[config.mk]
export PLATFORM = sky130hd
export DESIGN_NAME = hpt_ramp
export DESIGN_NICKNAME = d
export VERILOG_FILES = /design/src/hpt_pkg.sv /design/src/hpt_ramp.sv
export SDC_FILE = /design/constraint.sdc
export NUM_CORES = 2
export LEC_CHECK = 0
export BUFFER_PORTS_ARGS = -buffer_cell sky130_fd_sc_hd__buf_2
export CAP_MARGIN = 20
export CORE_ASPECT_RATIO = 0.7
export CORE_UTILIZATION = 60
export CTS_BUF_LIST = sky130_fd_sc_hd__clkbuf_4 sky130_fd_sc_hd__clkbuf_8
export CTS_CLUSTER_SIZE = 14
export DETAILED_ROUTE_END_ITERATION = 12
export PLACE_DENSITY_LB_ADDON = 0.25
export SLEW_MARGIN = 20
export SYNTH_ARGS = -nofsm -noshare
export SYNTH_HDL_FRONTEND = slang
export SYNTH_SLANG_ARGS = --single-unit
[constraint.sdc]
create_clock -name clock -period 15.1 [get_ports clock]
set_input_delay 2.265 -clock clock [delete_from_list [all_inputs] [get_ports clock]]
set_output_delay 2.265 -clock clock [all_outputs]
set_load 0.02 [all_outputs]
[src/hpt_pkg.sv]
package hpt_pkg;

   // Configuration register indexes
   localparam logic [2:0] CSR_FULL_THR = 3'd0;
   localparam logic [2:0] CSR_MIN_THR  = 3'd1;
   localparam logic [2:0] CSR_MAX_PCT  = 3'd2;
   localparam logic [2:0] CSR_MIN_PCT  = 3'd3;
   localparam logic [2:0] CSR_KD_PCT   = 3'd4;

   // Reset values of the configuration registers
   localparam logic [15:0] FULL_THR_RST = 16'd16384;
   localparam logic [15:0] MIN_THR_RST  = 16'd1820;
   localparam logic [6:0]  MAX_PCT_RST  = 7'd100;
   localparam logic [6:0]  MIN_PCT_RST  = 7'd20;
   localparam logic [9:0]  KD_PCT_RST   = 10'd0;

   // Percent scale and the rate term divisor (100 << 12) halved for rounding
   localparam int unsigned PCT_SCALE = 100;
   localparam int unsigned KD_HALF   = 204800;

   // Ramp branch selected by the error magnitude
   typedef enum logic [1:0] {
      SEL_MAX,
      SEL_MID,
      SEL_LOW,
      SEL_ZERO
   } ramp_sel_type;

   typedef struct packed {
      logic [15:0] full_thr;
      logic [15:0] min_thr;
      logic [6:0]  max_pct;
      logic [6:0]  min_pct;
      logic [9:0]  kd_pct;
   } cfg_type;

endpackage

[src/hpt_ramp.sv]
module hpt_ramp #(
   parameter int ANGLE_BITS      = 16,
   parameter int POWER_FRAC_BITS = 14,
   parameter int NUM_W           = 45,
   parameter int DEN_W           = 23
) (
   input  logic                            clock,
   input  logic                            reset,
   input  hpt_pkg::cfg_type                cfg,
   input  logic                            in_valid,
   input  logic [15:0]                     in_current_angle,
   input  logic [15:0]                     in_target_angle,
   input  logic signed [19:0]              in_angular_rate,
   input  logic signed [19:0]              in_target_rate,
   input  logic signed [15:0]              in_forward_request,
   output logic                            out_valid,
   output logic [NUM_W-1:0]                out_ramp_num,
   output logic [DEN_W-1:0]                out_ramp_den,
   output logic                            out_ramp_neg,
   output logic [POWER_FRAC_BITS+11:0]     out_kd_q,
   output logic                            out_kd_neg,
   output logic signed [15:0]              out_fwd
);
   import hpt_pkg::*;

   localparam int AW    = ANGLE_BITS;
   localparam int EXT_W = (AW > 16) ? AW : 16;

   // Rate term: (100 << 12) = 16384 * 25, so shift by 14 then divide by 25
   localparam int KW   = POWER_FRAC_BITS + 17;
   localparam int KN_W = KW + 14;
   localparam int KQ_W = POWER_FRAC_BITS + 12;
   localparam int KM_W = KW + 1;
   localparam int KP_W = KW + KM_W;
   localparam int KD_S = KW + 5;
   localparam longint unsigned KD_M = ((64'd1 << KD_S) + 64'd24) / 64'd25;

   // Stage 1 signals
   logic [EXT_W-1:0]     cur_x;
   logic [EXT_W-1:0]     tgt_x;
   logic [AW-1:0]        diff;
   logic                 eneg;
   logic [AW-1:0]        dmag;
   logic [EXT_W-1:0]     d_x;
   logic [EXT_W-1:0]     t1_x;
   logic [EXT_W-1:0]     t2_x;
   logic [EXT_W-1:0]     dm_x;
   ramp_sel_type         sel1_in;
   logic [15:0]          a1_in;
   logic                 v1_ff;
   ramp_sel_type         sel1_ff;
   logic [15:0]          a1_ff;
   logic [15:0]          span1_ff;
   logic                 eneg1_ff;
   logic signed [20:0]   dv1_ff;
   logic signed [15:0]   fwd1_ff;

   // Stage 2 signals
   logic signed [7:0]    b2;
   logic signed [24:0]   p1_in;
   logic [22:0]          p2_in;
   logic [DEN_W-1:0]     den2_in;
   logic [19:0]          dvmag;
   logic [29:0]          kdp;
   logic [KN_W-1:0]      kwide;
   logic [KW-1:0]        kw2_in;
   logic                 v2_ff;
   logic signed [24:0]   p1_ff;
   logic [22:0]          p2_ff;
   logic [DEN_W-1:0]     den2_ff;
   logic                 eneg2_ff;
   logic [KW-1:0]        kw2_ff;
   logic                 dvneg2_ff;
   logic signed [15:0]   fwd2_ff;

   // Stage 3 signals
   logic signed [24:0]   sum3;
   logic [23:0]          rmag3;
   logic [KP_W-1:0]      kprod3;
   logic                 v3_ff;
   logic [NUM_W-1:0]     rnum3_ff;
   logic [DEN_W-1:0]     den3_ff;
   logic                 rneg3_ff;
   logic [KQ_W-1:0]      kq3_ff;
   logic                 kneg3_ff;
   logic signed [15:0]   fwd3_ff;

   // Wrap the heading error and pick the ramp branch
   always_comb begin
      cur_x = EXT_W'(in_current_angle);
      tgt_x = EXT_W'(in_target_angle);
      diff  = tgt_x[AW-1:0] - cur_x[AW-1:0];
      eneg  = diff > (AW'(1) << (AW - 1));
      dmag  = eneg ? (AW'(0) - diff) : diff;
      d_x   = EXT_W'(dmag);
      t1_x  = EXT_W'(cfg.full_thr);
      t2_x  = EXT_W'(cfg.min_thr);
      dm_x  = d_x - t2_x;
      priority if (d_x > t1_x) begin
         sel1_in = SEL_MAX;
         a1_in   = 16'd1;
      end else if (d_x > t2_x) begin
         sel1_in = SEL_MID;
         a1_in   = dm_x[15:0];
      end else if (cfg.min_thr == 16'd0) begin
         sel1_in = SEL_ZERO;
         a1_in   = 16'd0;
      end else begin
         sel1_in = SEL_LOW;
         a1_in   = d_x[15:0];
      end
   end

   always_ff @(posedge clock) begin
      if (reset) begin
         v1_ff <= 1'b0;
      end else begin
         v1_ff <= in_valid;
      end
      sel1_ff  <= sel1_in;
      a1_ff    <= a1_in;
      span1_ff <= cfg.full_thr - cfg.min_thr;
      eneg1_ff <= eneg;
      dv1_ff   <= $signed({in_target_rate[19], in_target_rate})
                - $signed({in_angular_rate[19], in_angular_rate});
      fwd1_ff  <= in_forward_request;
   end

   // Form the ramp products, the divisor and the rounded, shifted rate product
   always_comb begin
      unique case (sel1_ff)
         SEL_MID: begin
            b2      = $signed({1'b0, cfg.max_pct}) - $signed({1'b0, cfg.min_pct});
            p2_in   = 23'(cfg.min_pct) * 23'(span1_ff);
            den2_in = DEN_W'(span1_ff) * DEN_W'(PCT_SCALE);
         end
         SEL_LOW: begin
            b2      = $signed({1'b0, cfg.min_pct});
            p2_in   = 23'd0;
            den2_in = DEN_W'(cfg.min_thr) * DEN_W'(PCT_SCALE);
         end
         SEL_MAX: begin
            b2      = $signed({1'b0, cfg.max_pct});
            p2_in   = 23'd0;
            den2_in = DEN_W'(PCT_SCALE);
         end
         default: begin
            b2      = 8'sd0;
            p2_in   = 23'd0;
            den2_in = DEN_W'(PCT_SCALE);
         end
      endcase
      p1_in  = $signed({1'b0, a1_ff}) * b2;
      dvmag  = dv1_ff[20] ? 20'(-dv1_ff) : dv1_ff[19:0];
      kdp    = 30'(dvmag) * 30'(cfg.kd_pct);
      kwide  = (KN_W'(kdp) << POWER_FRAC_BITS) + KN_W'(KD_HALF);
      kw2_in = kwide[KN_W-1:14];
   end

   always_ff @(posedge clock) begin
      if (reset) begin
         v2_ff <= 1'b0;
      end else begin
         v2_ff <= v1_ff;
      end
      p1_ff     <= p1_in;
      p2_ff     <= p2_in;
      den2_ff   <= den2_in;
      eneg2_ff  <= eneg1_ff;
      kw2_ff    <= kw2_in;
      dvneg2_ff <= dv1_ff[20];
      fwd2_ff   <= fwd2_ff_next(fwd1_ff);
   end

   function automatic logic signed [15:0] fwd2_ff_next(logic signed [15:0] v);
      return v;
   endfunction

   // Scale to full power and add half the divisor; divide the rate term by 25
   always_comb begin
      sum3   = p1_ff + $signed({2'b00, p2_ff});
      rmag3  = sum3[24] ? 24'(-sum3) : sum3[23:0];
      kprod3 = KP_W'(kw2_ff) * KP_W'(KD_M);
   end

   always_ff @(posedge clock) begin
      if (reset) begin
         v3_ff <= 1'b0;
      end else begin
         v3_ff <= v2_ff;
      end
      rnum3_ff <= (NUM_W'(rmag3) << POWER_FRAC_BITS) + NUM_W'(den2_ff >> 1);
      den3_ff  <= den2_ff;
      rneg3_ff <= sum3[24] ^ eneg2_ff;
      kq3_ff   <= kprod3[KD_S +: KQ_W];
      kneg3_ff <= dvneg2_ff;
      fwd3_ff  <= fwd2_ff;
   end

   assign out_valid    = v3_ff;
   assign out_ramp_num = rnum3_ff;
   assign out_ramp_den = den3_ff;
   assign out_ramp_neg = rneg3_ff;
   assign out_kd_q     = kq3_ff;
   assign out_kd_neg   = kneg3_ff;
   assign out_fwd      = fwd3_ff;

endmodule

==> results.yml <==
floorplanning:
  core-area_mm2: 0.0757
  ios: 260
  core.rowCount: 84
  floorplan.die_area_mm2: 0.0781
  effective_utilization_at_floorplan_pct: 61.0
  die_x_um: 334
  chipHeight_um: 234
run:
  cap_viol_max_count: 0
setup_path:
  timing.critical_path.slowest_stage_cell: "nor2_2"
  max_incr_delay_on_cp_ns: 0.56
  critPathTopFamily: "compound AO/OA/AOI/OAI gates"
  r2r-end: "out_kd_q[25]$_DFF_P_"
  reg2regPathDepth: 23
  cp-end-kind: "flip-flop"
  cp.required_ns: 15.66
  criticalPathCategory: "in2reg"
  crit_buf_inv: 4
  path_common_cell: "fa_1"
  cp_max_fo: 18
  timing.critical_path.from: "cfg[10]"
  ff2ff_setup_slack_ns: 5.99
  timing.critical_path.arrival_ns: 9.87
  startpoint_type: "primary input"
  crit-reg2reg-launch: "kw2_ff[11]$_DFF_P_"
logic_synthesis:
  number_of_warnings_issued_by_yosys: 0
  async_s_r_ff_share_synth_pct: 0
  synth.ff_latch_count: 283
  syn-cell-area_mm2: 0.0462
  synth-main-ff-cell: "dfxtp_1"
  synthesis.instances: 4939
  synth_area_per_cell_um2: 9.35
  synth-edff-count: 0
  synth_sequential_area_ratio_pct: 12.3
  yosys.cell_types.count: 96
grt:
  grt_pass1_vias: 34035
  grt_start_max_net_pins: 32
  grt_antenna_before_repair: 8
  grt_use_total_pct: 30.2
  grt_ovf: 0
  grt_first_pass_wirelength_mm: 183
timing:
  hold_viol: 0
  top_achievable_clock_speed_ghz: 0.107
  finalSetupViolations: 0
  timing.setup.tns_ns: 0
  final.min_clock_period_ns: 9.31
  slew_viol_final: 0
  final.setup_skew_ns: 0.0476
  grt_setup_unrepaired: "no"
  least_margin_pin_slew_ns: 1.12
  relative_slew_margins_pct: 25.0
  final.period_utilization_pct: 61.6
clocking:
  cts-buffers-inserted: 46
  post_cts_hold_buffer_count: 0
  worst_setup_hold_path_clk_slew_ns: 0.07
  tritoncts: "yes"
  insertion_delay_ns: 0.68
  ctsResizeCount: 0
  tritoncts_num_sinks: 283
  cts_max_level: 2
  cts_buffer_depth: 3
  clockRootBuffer: "clkbuf_8"
  post-cts-setup-buffers: 0
finish:
  mostFrequentLayoutCells: "1063 x inv_1, 786 x ha_1, 699 x fa_1"
  multi_input_comb_area_mm2: 0.0361
  layout.area.seq_mm2: 0.00567
  n_fill_cell: 6222
  area_growth_pct: 7.21
  mostFrequentLayoutCell: "inv_1"
  post_route_cells_drive_above_1_share_pct: 8.01
  fin_nets: 6797
min_path:
  hold-path-cell-count: 0
  worstHoldStart: "fwd1_ff[4]$_DFF_P_"
  hold_class: "reg2reg"
  worst_hold_path.endpoint: "fwd2_ff[4]$_DFF_P_"
routing:
  vias_per_cell: 5.53
  antenna_left: 0
  totalWireLength_mm: 114
  drt_iter0_markers: 2663
  drc_errors: 0
  route.vias.total: 34272
  wire_per_inst_um: 18.5
  first_pass_iters: 5
placement:
  gpl.final_weighted_congestion: 0.981
  place_hpwl_mm: 97.1
  port_buffers: 250
run_status:
  status: "finished, final reports clean"
==> cells by family (layout without fill, tap and decap cells) <==
kind of cell / Yosys count / in the layout / synth area share (%)
flip-flops: 283 / 283 / 12.3
AO/OA/AOI/OAI: 629 / 629 / 9.13
other: 1 / 11 / 0.00812
XOR/XNOR: 271 / 271 / 5.17
AND/OR/NAND/NOR: 1109 / 1109 / 12.1
buffers and inverters: 1156 / 1412 / 9.58
multiplexers: 5 / 5 / 0.111
adder cells (fa/ha/maj): 1485 / 1485 / 51.6
==> area by class of cell <==
cell class,count,share of cell area (%)
Antenna cell,2,0.0101
Clock buffer,62,1.65
Clock inverter,24,0.634
Inverter,1063,8.06
Multi-Input combinational cell,3508,73.0
Sequential cell,283,11.4
Tap cell,989,2.50
Timing Repair Buffer,263,2.72
==> registers in the layout (all words and copies together), names as in the netlist, 2 cells and up <==
register,count
p2_ff,23
out_kd_q,26
fwd2_ff,16
kw2_ff,31
fwd1_ff,16
den2_ff,21
dv1_ff,21
sel1_ff,2
out_fwd,16
p1_ff,25
out_ramp_num,25
span1_ff,16
a1_ff,16
out_ramp_den,21
==> worst max path at each step <==
stage / end / slack, ns / cells after the start
final: p1_ff[23]$_DFF_P_ / 5.79 / 29
after CTS: p1_ff[23]$_DFF_P_ / 5.60 / 29
after detailed placement: p1_ff[23]$_DFF_P_ / 4.91 / 29
after global routing: p1_ff[24]$_DFF_P_ / 5.30 / 29
after global placement: p1_ff[23]$_DFF_P_ / 5.03 / 29
after floorplan: p1_ff[23]$_DFF_P_ / 6.40 / 26
==> metrics by stage <==
stage | area, µm² | setup slack [ns] | hold WS, ns | cells | util, %
6_report | 49500 | 5.79 | 0.321 | 6194 | 65.4
5_1_grt | 49500 | 5.30 | 0.328 | 6194 | 65.4
4_1_cts | 49500 | 5.60 | 0.325 | 6192 | 65.4
3_5_place_dp | 48400 | 4.91 | 0.312 | 6106 | 63.9
3_3_place_gp | 48400 | 5.03 | 0.310 | 6106 | 63.9
2_1_floorplan | 46200 | 6.40 | 0.310 | 4947 | -
==> layer usage <==
| metal | global-route usage, % | share of wire, % | routed length, µm |
|---|---|---|---|
| met4 | 5.39 | 1.5 | 1710 |
| met2 | 39.9 | 37 | 42800 |
| met1 | 46.4 | 49 | 55500 |
| met3 | 11.3 | 13 | 14300 |
| met5 | 0 | 0.011 | 13 |
==> synth_stat cells (all sizes together), types with 7 or more instances <==
| cell type | n | area (µm²) |
|---|---|---|
| or4 | 12 | 97.6 |
| nor2b | 54 | 338 |
| clkbuf | 66 | 248 |
| o21bai | 27 | 203 |
| a21o | 67 | 503 |
| o22ai | 21 | 131 |
| or3 | 18 | 113 |
| inv | 1063 | 3990 |
| nor2 | 196 | 736 |
| ha | 786 | 9830 |
| xnor2 | 179 | 1580 |
| nand3b | 7 | 52.6 |
| o31ai | 12 | 90.1 |
| a21oi | 147 | 736 |
| fa | 699 | 14000 |
| o211ai | 14 | 105 |
| nand2 | 335 | 1260 |
| and2 | 224 | 1410 |
| or2 | 27 | 169 |
| nor3 | 67 | 345 |
| o21ai | 128 | 652 |
| nand4 | 28 | 175 |
| o41ai | 10 | 95.1 |
| a2111oi | 9 | 78.8 |
| a211oi | 15 | 123 |
| dfxtp | 283 | 5670 |
| nand2b | 28 | 175 |
| buf | 27 | 186 |
| and3 | 23 | 144 |
| a21boi | 24 | 180 |
| o211a | 7 | 70.1 |
| a31oi | 26 | 163 |
| a22oi | 13 | 97.6 |
| nor4 | 20 | 165 |
| xor2 | 92 | 813 |
| nand3 | 51 | 260 |
| o21a | 43 | 323 |
Power is not shown: default switching activity piles up to over one toggle a cycle in this logic, so the estimate is an artifact.
